### src/hdl/smo_pkg.sv
// Package for the sliding-mode back-EMF observer: constants, register indexes and sequencer states.
`timescale 1ns / 1ps
`default_nettype none

package smo_pkg;

  // Default sample width (signed Q8.8 at 16 bits).
  localparam int unsigned SAMPLE_WIDTH = 16;

  // Fixed widths of the coefficients and intermediate values.
  localparam int unsigned COEF_WIDTH      = 16;
  localparam int unsigned GAIN_WIDTH      = 15;
  localparam int unsigned RATIO_WIDTH     = 10;
  localparam int unsigned Z_WIDTH         = 17;
  localparam int unsigned CFG_INDEX_WIDTH = 3;

  // Fixed-point shifts.
  localparam int unsigned RATIO_SHIFT = 8;
  localparam int unsigned RES_SHIFT   = 12;
  localparam int unsigned GAIN_SHIFT  = 16;

  // Limit of the clamped error ratio (1.0 in Q8.8).
  localparam int RATIO_LIMIT = 256;

  // Reset values of the configuration registers.
  localparam logic [GAIN_WIDTH-1:0] SLIDE_GAIN_RST = 15'd2560;
  localparam logic [COEF_WIDTH-1:0] BAND_RECIP_RST = 16'd256;
  localparam logic [COEF_WIDTH-1:0] STEP_OVER_L_RST = 16'd6554;
  localparam logic [COEF_WIDTH-1:0] RESISTANCE_RST = 16'd4096;
  localparam logic [COEF_WIDTH-1:0] FILTER_GAIN_RST = 16'd6554;

  typedef enum logic [CFG_INDEX_WIDTH-1:0] {
    CFG_SLIDE_GAIN  = 3'd0,
    CFG_BAND_RECIP  = 3'd1,
    CFG_STEP_OVER_L = 3'd2,
    CFG_RESISTANCE  = 3'd3,
    CFG_FILTER_GAIN = 3'd4
  } cfg_index_e;

  typedef enum logic [3:0] {
    ST_IDLE,
    ST_ERR,
    ST_ERR_MUL,
    ST_RI,
    ST_RI_MUL,
    ST_Z,
    ST_Z_MUL,
    ST_DRIVE,
    ST_DRIVE_MUL,
    ST_EST,
    ST_EST_MUL,
    ST_EMF,
    ST_OUT
  } state_e;

endpackage

`default_nettype wire

### src/hdl/sliding_mode_emf_observer_top.sv
// Top level of the sliding-mode back-EMF observer with one shared multiplier.
// The block takes a new input word only in the idle state, once the last result word
// has been loaded into the output register. Each axis runs five multiplies on the
// shared multiplier (each multiply has an operand state and a product state), and the
// output state then loads the output register once it is free.
// Reset (rst_ni low, asynchronous) zeroes the estimates and restores register defaults.
`timescale 1ns / 1ps
`default_nettype none

module sliding_mode_emf_observer_top #(
  parameter int unsigned SampleWidth = smo_pkg::SAMPLE_WIDTH,
  localparam int unsigned TDataWidth = ((4 * SampleWidth + 7) / 8) * 8
) (
  input  wire                                 clk_i,
  input  wire                                 rst_ni,
  // Configuration write channel.
  input  wire                                 cfg_valid_i,
  output logic                                cfg_ready_o,
  input  wire [smo_pkg::CFG_INDEX_WIDTH-1:0]  cfg_index_i,
  input  wire [smo_pkg::COEF_WIDTH-1:0]       cfg_data_i,
  // Input words: volt_alpha, volt_beta, amp_alpha, amp_beta (lowest bits first).
  input  wire                                 s_axis_tvalid_i,
  output logic                                s_axis_tready_o,
  input  wire [TDataWidth-1:0]                s_axis_tdata_i,
  // Result words: est_amp_alpha, est_amp_beta, emf_alpha, emf_beta (lowest bits first).
  output logic                                m_axis_tvalid_o,
  input  wire                                 m_axis_tready_i,
  output logic [TDataWidth-1:0]               m_axis_tdata_o
);

  import smo_pkg::*;

  // Operand A of the shared multiplier is wide enough for the model drive term
  // volt - R*i - emf - z, which is the widest operand.
  localparam int unsigned BaseWidth = (SampleWidth + 1 > Z_WIDTH) ? SampleWidth + 1 : Z_WIDTH;
  localparam int unsigned OpWidth   = BaseWidth + 5;
  localparam int unsigned ProdWidth = OpWidth + COEF_WIDTH + 1;
  localparam int unsigned RiWidth   = SampleWidth + COEF_WIDTH - RES_SHIFT + 1;
  localparam int unsigned RfWidth   = ProdWidth - RATIO_SHIFT;

  localparam logic signed [RfWidth-1:0]     RatioMax = RfWidth'(RATIO_LIMIT);
  localparam logic signed [RfWidth-1:0]     RatioMin = -RfWidth'(RATIO_LIMIT);
  localparam logic signed [RATIO_WIDTH-1:0] RatioMaxN = RATIO_WIDTH'(RATIO_LIMIT);
  localparam logic signed [RATIO_WIDTH-1:0] RatioMinN = -RATIO_WIDTH'(RATIO_LIMIT);

  // Saturate a product-wide value to the sample range.
  function automatic logic signed [SampleWidth-1:0] sat_sample(
    input logic signed [ProdWidth-1:0] v
  );
    logic [ProdWidth-SampleWidth:0] upper;
    logic signed [SampleWidth-1:0]  res;
    upper = v[ProdWidth-1:SampleWidth-1];
    if ((&upper) || !(|upper)) begin
      res = v[SampleWidth-1:0];
    end else if (v[ProdWidth-1]) begin
      res = {1'b1, {(SampleWidth - 1){1'b0}}};
    end else begin
      res = {1'b0, {(SampleWidth - 1){1'b1}}};
    end
    return res;
  endfunction

  // Configuration registers.
  logic [GAIN_WIDTH-1:0] slide_gain_q;
  logic [COEF_WIDTH-1:0] band_recip_q;
  logic [COEF_WIDTH-1:0] step_over_l_q;
  logic [COEF_WIDTH-1:0] resistance_q;
  logic [COEF_WIDTH-1:0] filter_gain_q;

  // Sequencer.
  state_e state_q, state_d;
  logic   axis_q, axis_d;   // 0: alpha, 1: beta

  // Observer state per axis.
  logic signed [SampleWidth-1:0] est_q [2];
  logic signed [SampleWidth-1:0] est_d [2];
  logic signed [SampleWidth-1:0] emf_q [2];
  logic signed [SampleWidth-1:0] emf_d [2];

  // Latched input word.
  logic signed [SampleWidth-1:0] volt_q [2];
  logic signed [SampleWidth-1:0] volt_d [2];
  logic signed [SampleWidth-1:0] amp_q [2];
  logic signed [SampleWidth-1:0] amp_d [2];

  // Shared multiplier operands, product and intermediates.
  logic signed [OpWidth-1:0]     opa_q, opa_d;
  logic [COEF_WIDTH-1:0]         opb_q, opb_d;
  logic signed [ProdWidth-1:0]   prod_q, prod_d;
  logic signed [RATIO_WIDTH-1:0] ratio_q, ratio_d;
  logic signed [RiWidth-1:0]     ri_q, ri_d;
  logic signed [Z_WIDTH-1:0]     z_q, z_d;

  // Output register.
  logic                  out_valid_q, out_valid_d;
  logic [TDataWidth-1:0] out_data_q, out_data_d;

  logic in_accept;
  logic out_free;

  logic signed [SampleWidth-1:0] cur_est;
  logic signed [SampleWidth-1:0] cur_emf;
  logic signed [SampleWidth-1:0] cur_volt;
  logic signed [SampleWidth-1:0] cur_amp;
  logic signed [RfWidth-1:0]     ratio_full;
  logic signed [Z_WIDTH-1:0]     z_now;

  assign cfg_ready_o     = 1'b1;
  assign s_axis_tready_o = (state_q == ST_IDLE);
  assign in_accept       = s_axis_tvalid_i && s_axis_tready_o;
  assign out_free        = !out_valid_q || m_axis_tready_i;
  assign m_axis_tvalid_o = out_valid_q;
  assign m_axis_tdata_o  = out_data_q;

  assign cur_est    = est_q[axis_q];
  assign cur_emf    = emf_q[axis_q];
  assign cur_volt   = volt_q[axis_q];
  assign cur_amp    = amp_q[axis_q];
  assign ratio_full = $signed(prod_q[ProdWidth-1:RATIO_SHIFT]);
  assign z_now      = $signed(prod_q[Z_WIDTH+RATIO_SHIFT-1:RATIO_SHIFT]);

  // Configuration writes; the user must write them only while the block is idle, as the block does not enforce this.
  always_ff @(posedge clk_i or negedge rst_ni) begin
    if (!rst_ni) begin
      slide_gain_q  <= SLIDE_GAIN_RST;
      band_recip_q  <= BAND_RECIP_RST;
      step_over_l_q <= STEP_OVER_L_RST;
      resistance_q  <= RESISTANCE_RST;
      filter_gain_q <= FILTER_GAIN_RST;
    end else if (cfg_valid_i) begin
      case (cfg_index_i)
        CFG_SLIDE_GAIN:  slide_gain_q  <= cfg_data_i[GAIN_WIDTH-1:0];
        CFG_BAND_RECIP:  band_recip_q  <= cfg_data_i;
        CFG_STEP_OVER_L: step_over_l_q <= cfg_data_i;
        CFG_RESISTANCE:  resistance_q  <= cfg_data_i;
        CFG_FILTER_GAIN: filter_gain_q <= cfg_data_i;
        default: ;
      endcase
    end
  end

  // Next state of the sequencer. Each axis walks the same five multiplies.
  always_comb begin
    state_d = state_q;
    case (state_q)
      ST_IDLE:      if (in_accept) state_d = ST_ERR;
      ST_ERR:       state_d = ST_ERR_MUL;
      ST_ERR_MUL:   state_d = ST_RI;
      ST_RI:        state_d = ST_RI_MUL;
      ST_RI_MUL:    state_d = ST_Z;
      ST_Z:         state_d = ST_Z_MUL;
      ST_Z_MUL:     state_d = ST_DRIVE;
      ST_DRIVE:     state_d = ST_DRIVE_MUL;
      ST_DRIVE_MUL: state_d = ST_EST;
      ST_EST:       state_d = ST_EST_MUL;
      ST_EST_MUL:   state_d = ST_EMF;
      ST_EMF:       state_d = axis_q ? ST_OUT : ST_ERR;
      ST_OUT:       if (out_free) state_d = ST_IDLE;
      default:      state_d = ST_IDLE;
    endcase
  end

  // Datapath controls. The multiplier runs every cycle on the registered operands;
  // operand states load operands; each state after a product state consumes the product.
  always_comb begin
    axis_d      = axis_q;
    est_d       = est_q;
    emf_d       = emf_q;
    volt_d      = volt_q;
    amp_d       = amp_q;
    opa_d       = opa_q;
    opb_d       = opb_q;
    ratio_d     = ratio_q;
    ri_d        = ri_q;
    z_d         = z_q;
    out_valid_d = out_valid_q;
    out_data_d  = out_data_q;
    prod_d      = opa_q * $signed({1'b0, opb_q});

    if (m_axis_tready_i) begin
      out_valid_d = 1'b0;
    end

    case (state_q)
      ST_IDLE: begin
        if (in_accept) begin
          volt_d[0] = s_axis_tdata_i[SampleWidth-1:0];
          volt_d[1] = s_axis_tdata_i[2*SampleWidth-1:SampleWidth];
          amp_d[0]  = s_axis_tdata_i[3*SampleWidth-1:2*SampleWidth];
          amp_d[1]  = s_axis_tdata_i[4*SampleWidth-1:3*SampleWidth];
          axis_d    = 1'b0;
        end
      end
      ST_ERR: begin
        // Current error, estimate minus measurement, times the reciprocal band.
        opa_d = OpWidth'(cur_est) - OpWidth'(cur_amp);
        opb_d = band_recip_q;
      end
      ST_RI: begin
        if (ratio_full > RatioMax) begin
          ratio_d = RatioMaxN;
        end else if (ratio_full < RatioMin) begin
          ratio_d = RatioMinN;
        end else begin
          ratio_d = ratio_full[RATIO_WIDTH-1:0];
        end
        opa_d = OpWidth'(cur_est);
        opb_d = resistance_q;
      end
      ST_Z: begin
        ri_d  = prod_q[SampleWidth+COEF_WIDTH:RES_SHIFT];
        opa_d = OpWidth'(ratio_q);
        opb_d = COEF_WIDTH'(slide_gain_q);
      end
      ST_DRIVE: begin
        // Drive of the R-L model uses the EMF from before this step.
        z_d   = z_now;
        opa_d = OpWidth'(cur_volt) - OpWidth'(ri_q) - OpWidth'(cur_emf) - OpWidth'(z_now);
        opb_d = step_over_l_q;
      end
      ST_EST: begin
        est_d[axis_q] = sat_sample(ProdWidth'(cur_est) + (prod_q >>> GAIN_SHIFT));
        opa_d = OpWidth'(z_q) - OpWidth'(cur_emf);
        opb_d = filter_gain_q;
      end
      ST_EMF: begin
        emf_d[axis_q] = sat_sample(ProdWidth'(cur_emf) + (prod_q >>> GAIN_SHIFT));
        axis_d = 1'b1;
      end
      ST_OUT: begin
        if (out_free) begin
          out_valid_d = 1'b1;
          out_data_d  = TDataWidth'({emf_q[1], emf_q[0], est_q[1], est_q[0]});
        end
      end
      default: ;
    endcase
  end

  always_ff @(posedge clk_i or negedge rst_ni) begin
    if (!rst_ni) begin
      state_q     <= ST_IDLE;
      axis_q      <= 1'b0;
      out_valid_q <= 1'b0;
      est_q[0]    <= '0;
      est_q[1]    <= '0;
      emf_q[0]    <= '0;
      emf_q[1]    <= '0;
    end else begin
      state_q     <= state_d;
      axis_q      <= axis_d;
      out_valid_q <= out_valid_d;
      est_q       <= est_d;
      emf_q       <= emf_d;
    end
  end

  always_ff @(posedge clk_i) begin
    volt_q     <= volt_d;
    amp_q      <= amp_d;
    opa_q      <= opa_d;
    opb_q      <= opb_d;
    prod_q     <= prod_d;
    ratio_q    <= ratio_d;
    ri_q       <= ri_d;
    z_q        <= z_d;
    out_data_q <= out_data_d;
  end

  // A new result word is only ever loaded from the output state.
  a_out_from_out_state: assert property (@(posedge clk_i) disable iff (!rst_ni)
    $rose(out_valid_q) |-> $past(state_q) == ST_OUT)
    else $error("result word loaded outside the output state");

  // Results go out only after both axes were processed.
  a_out_after_beta: assert property (@(posedge clk_i) disable iff (!rst_ni)
    (state_q == ST_OUT) |-> axis_q)
    else $error("output state reached before the beta axis");

  // The clamped ratio fed to the slide gain stays within plus or minus one.
  a_ratio_clamped: assert property (@(posedge clk_i) disable iff (!rst_ni)
    (state_q == ST_Z) |-> (ratio_q <= RatioMaxN && ratio_q >= RatioMinN))
    else $error("sliding ratio outside its clamp");

endmodule

`default_nettype wire

### config.mk
export PLATFORM = sky130hd
export DESIGN_NAME = sliding_mode_emf_observer_top
export DESIGN_NICKNAME = d
export VERILOG_FILES = /design/src/hdl/smo_pkg.sv /design/src/hdl/sliding_mode_emf_observer_top.sv
export SDC_FILE = /design/constraint.sdc
export NUM_CORES = 2
export LEC_CHECK = 0
export ABC_AREA = 1
export BUFFER_PORTS_ARGS = -buffer_cell sky130_fd_sc_hd__buf_2
export CORE_MARGIN = 3
export CORE_UTILIZATION = 60
export CTS_BUF_LIST = sky130_fd_sc_hd__clkbuf_8 sky130_fd_sc_hd__clkbuf_16
export DETAILED_ROUTE_END_ITERATION = 12
export HOLD_SLACK_MARGIN = 0.05
export PLACE_DENSITY = 0.78
export RECOVER_POWER = 50
export SLEW_MARGIN = 0
export SYNTH_ARGS = -nofsm -noshare
export SYNTH_HDL_FRONTEND = slang
export SYNTH_SLANG_ARGS = --single-unit
### constraint.sdc
create_clock -name clk_i -period 12.8 [get_ports clk_i]
set_input_delay 1.92 -clock clk_i [delete_from_list [all_inputs] [get_ports clk_i]]
set_output_delay 1.92 -clock clk_i [all_outputs]
set_load 0.03 [all_outputs]
==> results.toml <==
[placement]
hpwl_um = 76800
dp_slack_ps = 6420
port_buffers = 153
dp_cells = 5084
gp_congestion = 1.02

[setup_path]
crit_required_ps = 13270
cp_cell_sequence = "nand2_1, fa_1, fa_1, fa_1, fa_1, inv_1, fa_1, inv_1, fa_1, inv_1, ha_1, nand2_1, inv_1, nand2_1, o21ai_0, nand2_1, nand2_1, a21oi_1, xnor2_1"
crit_fanout = 22
critPathLaunchType = "flop"
slowest_stage = "edfxtp_1"
cp.buffers_inverters = 4
critical_path_arrival_ps = 6980
critical_path.endpoint = "prod_q[27]$_DFF_P_"
crit_cells = 19
r2r_end = "prod_q[27]$_DFF_P_"
r2r-start = "opb_q[2]$_DFFE_PP_"
path_common_cell = "fa_1"
worst-r2r-cell-count = 19
worstSetupEndpointType = "flop"
r2r_slack_ps = 6290
path_delay_family = "adder cells"
crit_path_start = "opb_q[2]$_DFFE_PP_"
criticalPathCategory = "flop to flop"
cpPeakStageDelay_ps = 910

[cells_and_area]
fin_util_pct = 65.8
multi_input_area_um2 = 20800
final_layout_size_suffix_gt1_share_pct = 7.99
regArea_um2 = 10800
n_antenna_cell = 0
fill_cells = 4896
area_delta_synth_final_pct = 7.56
nets = 5039
fin_cells = 5159

[synth]
synth_fp_nets = 4954
yosysMostFrequentCell = "nand2_1"
synth_area_um2 = 35600
synth_commonest_cells = "nand2_1 (1266), inv_1 (909), fa_1 (392), edfxtp_1 (214), ha_1 (197)"
syn_area_per_cell_um2 = 8.32
yosys_warnings = 0
synthMuxAreaShare_pct = 0.394
synth_top_family_by_area = "adder cells"
yosysSeqAreaShare_pct = 30.3
synth_top_area_share_pct = 22.1
yosysTopAreaCell = "fa_1"
synthDistinctLibCells = 59
synth_fa_ha_area_share_pct = 29.0
synth_compound_area_share_pct = 7.23
synth_xor_area_share_pct = 2.13
async_flop_share_pct = 37.8
synth_seq_cells = 394
synthSimpleGateAreaFrac_pct = 19.6
synth_edf_count = 214
synth.area.top_cells = "fa_1 (22%), edfxtp_1 (18%), nand2_1 (13%), inv_1 (9.6%), dfrtp_1 (9.2%)"
synth_top_flop_cell = "edfxtp_1"
synthCells = 4277

[floorplan]
ios = 155
core_area_um2 = 58100
die_width_um = 250
initial_core_util_pct = 61.2
dieArea_um2 = 62300
fp.dieH_um = 250
placementRows = 88

[clocking]
postCtsResizedCells = 0
ctsHtreeMaxLevel = 2
clkTransAtPathRegs_ps = 70
numClockSinks = 394
cts_buffer_depth = 3
clock_tree.root_cell = "clkbuf_16"
postCtsHoldBufs = 0
cts_setup_buffers = 0
clock_latency_ps = 600
cts_buffers = 41
cts_tree = "built"

[grt]
grt_max_degree = 79
overflow = 0
grt_first_pass_wirelength_um = 156000
grt_antenna_before_repair = 1
grtUsageTotal_pct = 32.0
grt_pass1_vias = 28425

[sta]
maxSlewViolCount = 343
layout_min_cycle_time_ps = 6510
hold_viol_final = 0
tns_ps = 0
worst_slack_ps = 6290
rsz0062_at_grt = "no"
slew_headroom_pct = -192
fin_skew_ps = 46.3
worst_pin_slew_ps = 4390
max_freq_mhz = 154
finalSetupViolCount = 0
period_share_pct = 50.9

[detailed_routing]
drc = 0
first_iter_violations = 2193
drt-pass1-iter-count = 5
vias = 28391
wl_per_cell_um = 19.0
antenna_left = 0
wl_um = 98200
vias_per_cell = 5.50

[run_status]
violations = "max-capacitance violations, max-slew violations"
status = "complete, but fails checks"

[min_path]
worstHoldPathType = "flop to flop"
hold_depth = 0

[run]
maxCapViolations = 6
## worst reg2reg max path: cells and delay by family (launching register included)
| family | cells | cell delay [ps] |
|---|---|---|
| compound gates | 2 | 640 |
| xor+xnor | 1 | 320 |
| fa+ha+maj | 7 | 3530 |
| buf+inv | 4 | 250 |
| flops | 1 | 910 |
| simple gates | 5 | 710 |
## worst min path at each step
stage,start,end,slack (ps)
floorplan,prod_q[9]$_DFF_P_,z_q[1]$_DFFE_PP_,410
global placement,emf_q[7]$_DFFE_PN0P_,m_axis_tdata_o[55]$_DFFE_PP_,450
detailed placement,emf_q[7]$_DFFE_PN0P_,m_axis_tdata_o[55]$_DFFE_PP_,450
CTS,emf_q[4]$_DFFE_PN0P_,m_axis_tdata_o[52]$_DFFE_PP_,470
global route,emf_q[21]$_DFFE_PN0P_,m_axis_tdata_o[37]$_DFFE_PP_,480
finish,emf_q[4]$_DFFE_PN0P_,m_axis_tdata_o[52]$_DFFE_PP_,470
## logic make-up after synthesis
logic type                 after synthesis
adders and majority gates              589
xor gates and xnor gates                85
other                                    1
AOI/OAI and AO/OA                      449
and+or+nand+nor                       1695
buffers and inverters                 1050
DFF                                    394
muxes                                   14
## flip-flops by register name (all words and copies together), names as in the netlist, 17 cells and up
signal	flops
prod_q	31
emf_q	32
volt_q	32
amp_q	32
m_axis_tdata_o	64
est_q	32
ri_q	21
opa_q	22
z_q	17
## area by class of cell
cell class | instances | share of cell area [%]
inverter | 920 | 9.02
clock inverter | 27 | 0.543
sequential | 394 | 28.2
timing repair buffer | 172 | 2.29
tap | 765 | 2.50
multi-input combinational | 2833 | 54.4
clock buffer | 48 | 3.05
## per-layer routing
metal | track usage (%) | share of wire (%)
met5 | 0 | 0
met4 | 11.4 | 4.0
met3 | 4.13 | 7.6
met2 | 53.1 | 47
met1 | 43.6 | 41
## per-stage QoR
| step | cell area (um^2) | hold slack (ps) |
|---|---|---|
| global route | 38300 | 483 |
| floorplan | 35600 | 408 |
| finish | 38300 | 470 |
| detailed placement | 36900 | 453 |
| global placement | 36900 | 448 |
| CTS | 38300 | 469 |
## placed cells by master (no fill, tap or decap), types with 6 or more instances in the layout
cell / n
mux2i_1: 14
inv_1: 916
nand3b_1: 6
a21oi_1: 151
clkbuf_1: 11
a221oi_1: 18
clkbuf_16: 45
o21a_1: 10
a21o_1: 13
edfxtp_1: 214
or2_2: 25
fa_1: 392
dfstp_2: 18
dfrtp_1: 130
xor2_1: 53
nor2_2: 6
nor2_4: 10
nor4_1: 11
clkinv_2: 7
nand3_1: 93
a31oi_1: 20
nor2_1: 153
buf_2: 149
xnor2_1: 30
a22o_1: 19
nor3_1: 22
o21ai_0: 178
buf_4: 12
dfxtp_1: 31
nand2_2: 43
o21bai_1: 8
clkinv_1: 6
inv_2: 7
ha_1: 197
nand2_1: 1266
nand4_1: 48
Power is not shown: default switching activity piles up to over one toggle a cycle in this logic, so the estimate is an artifact.
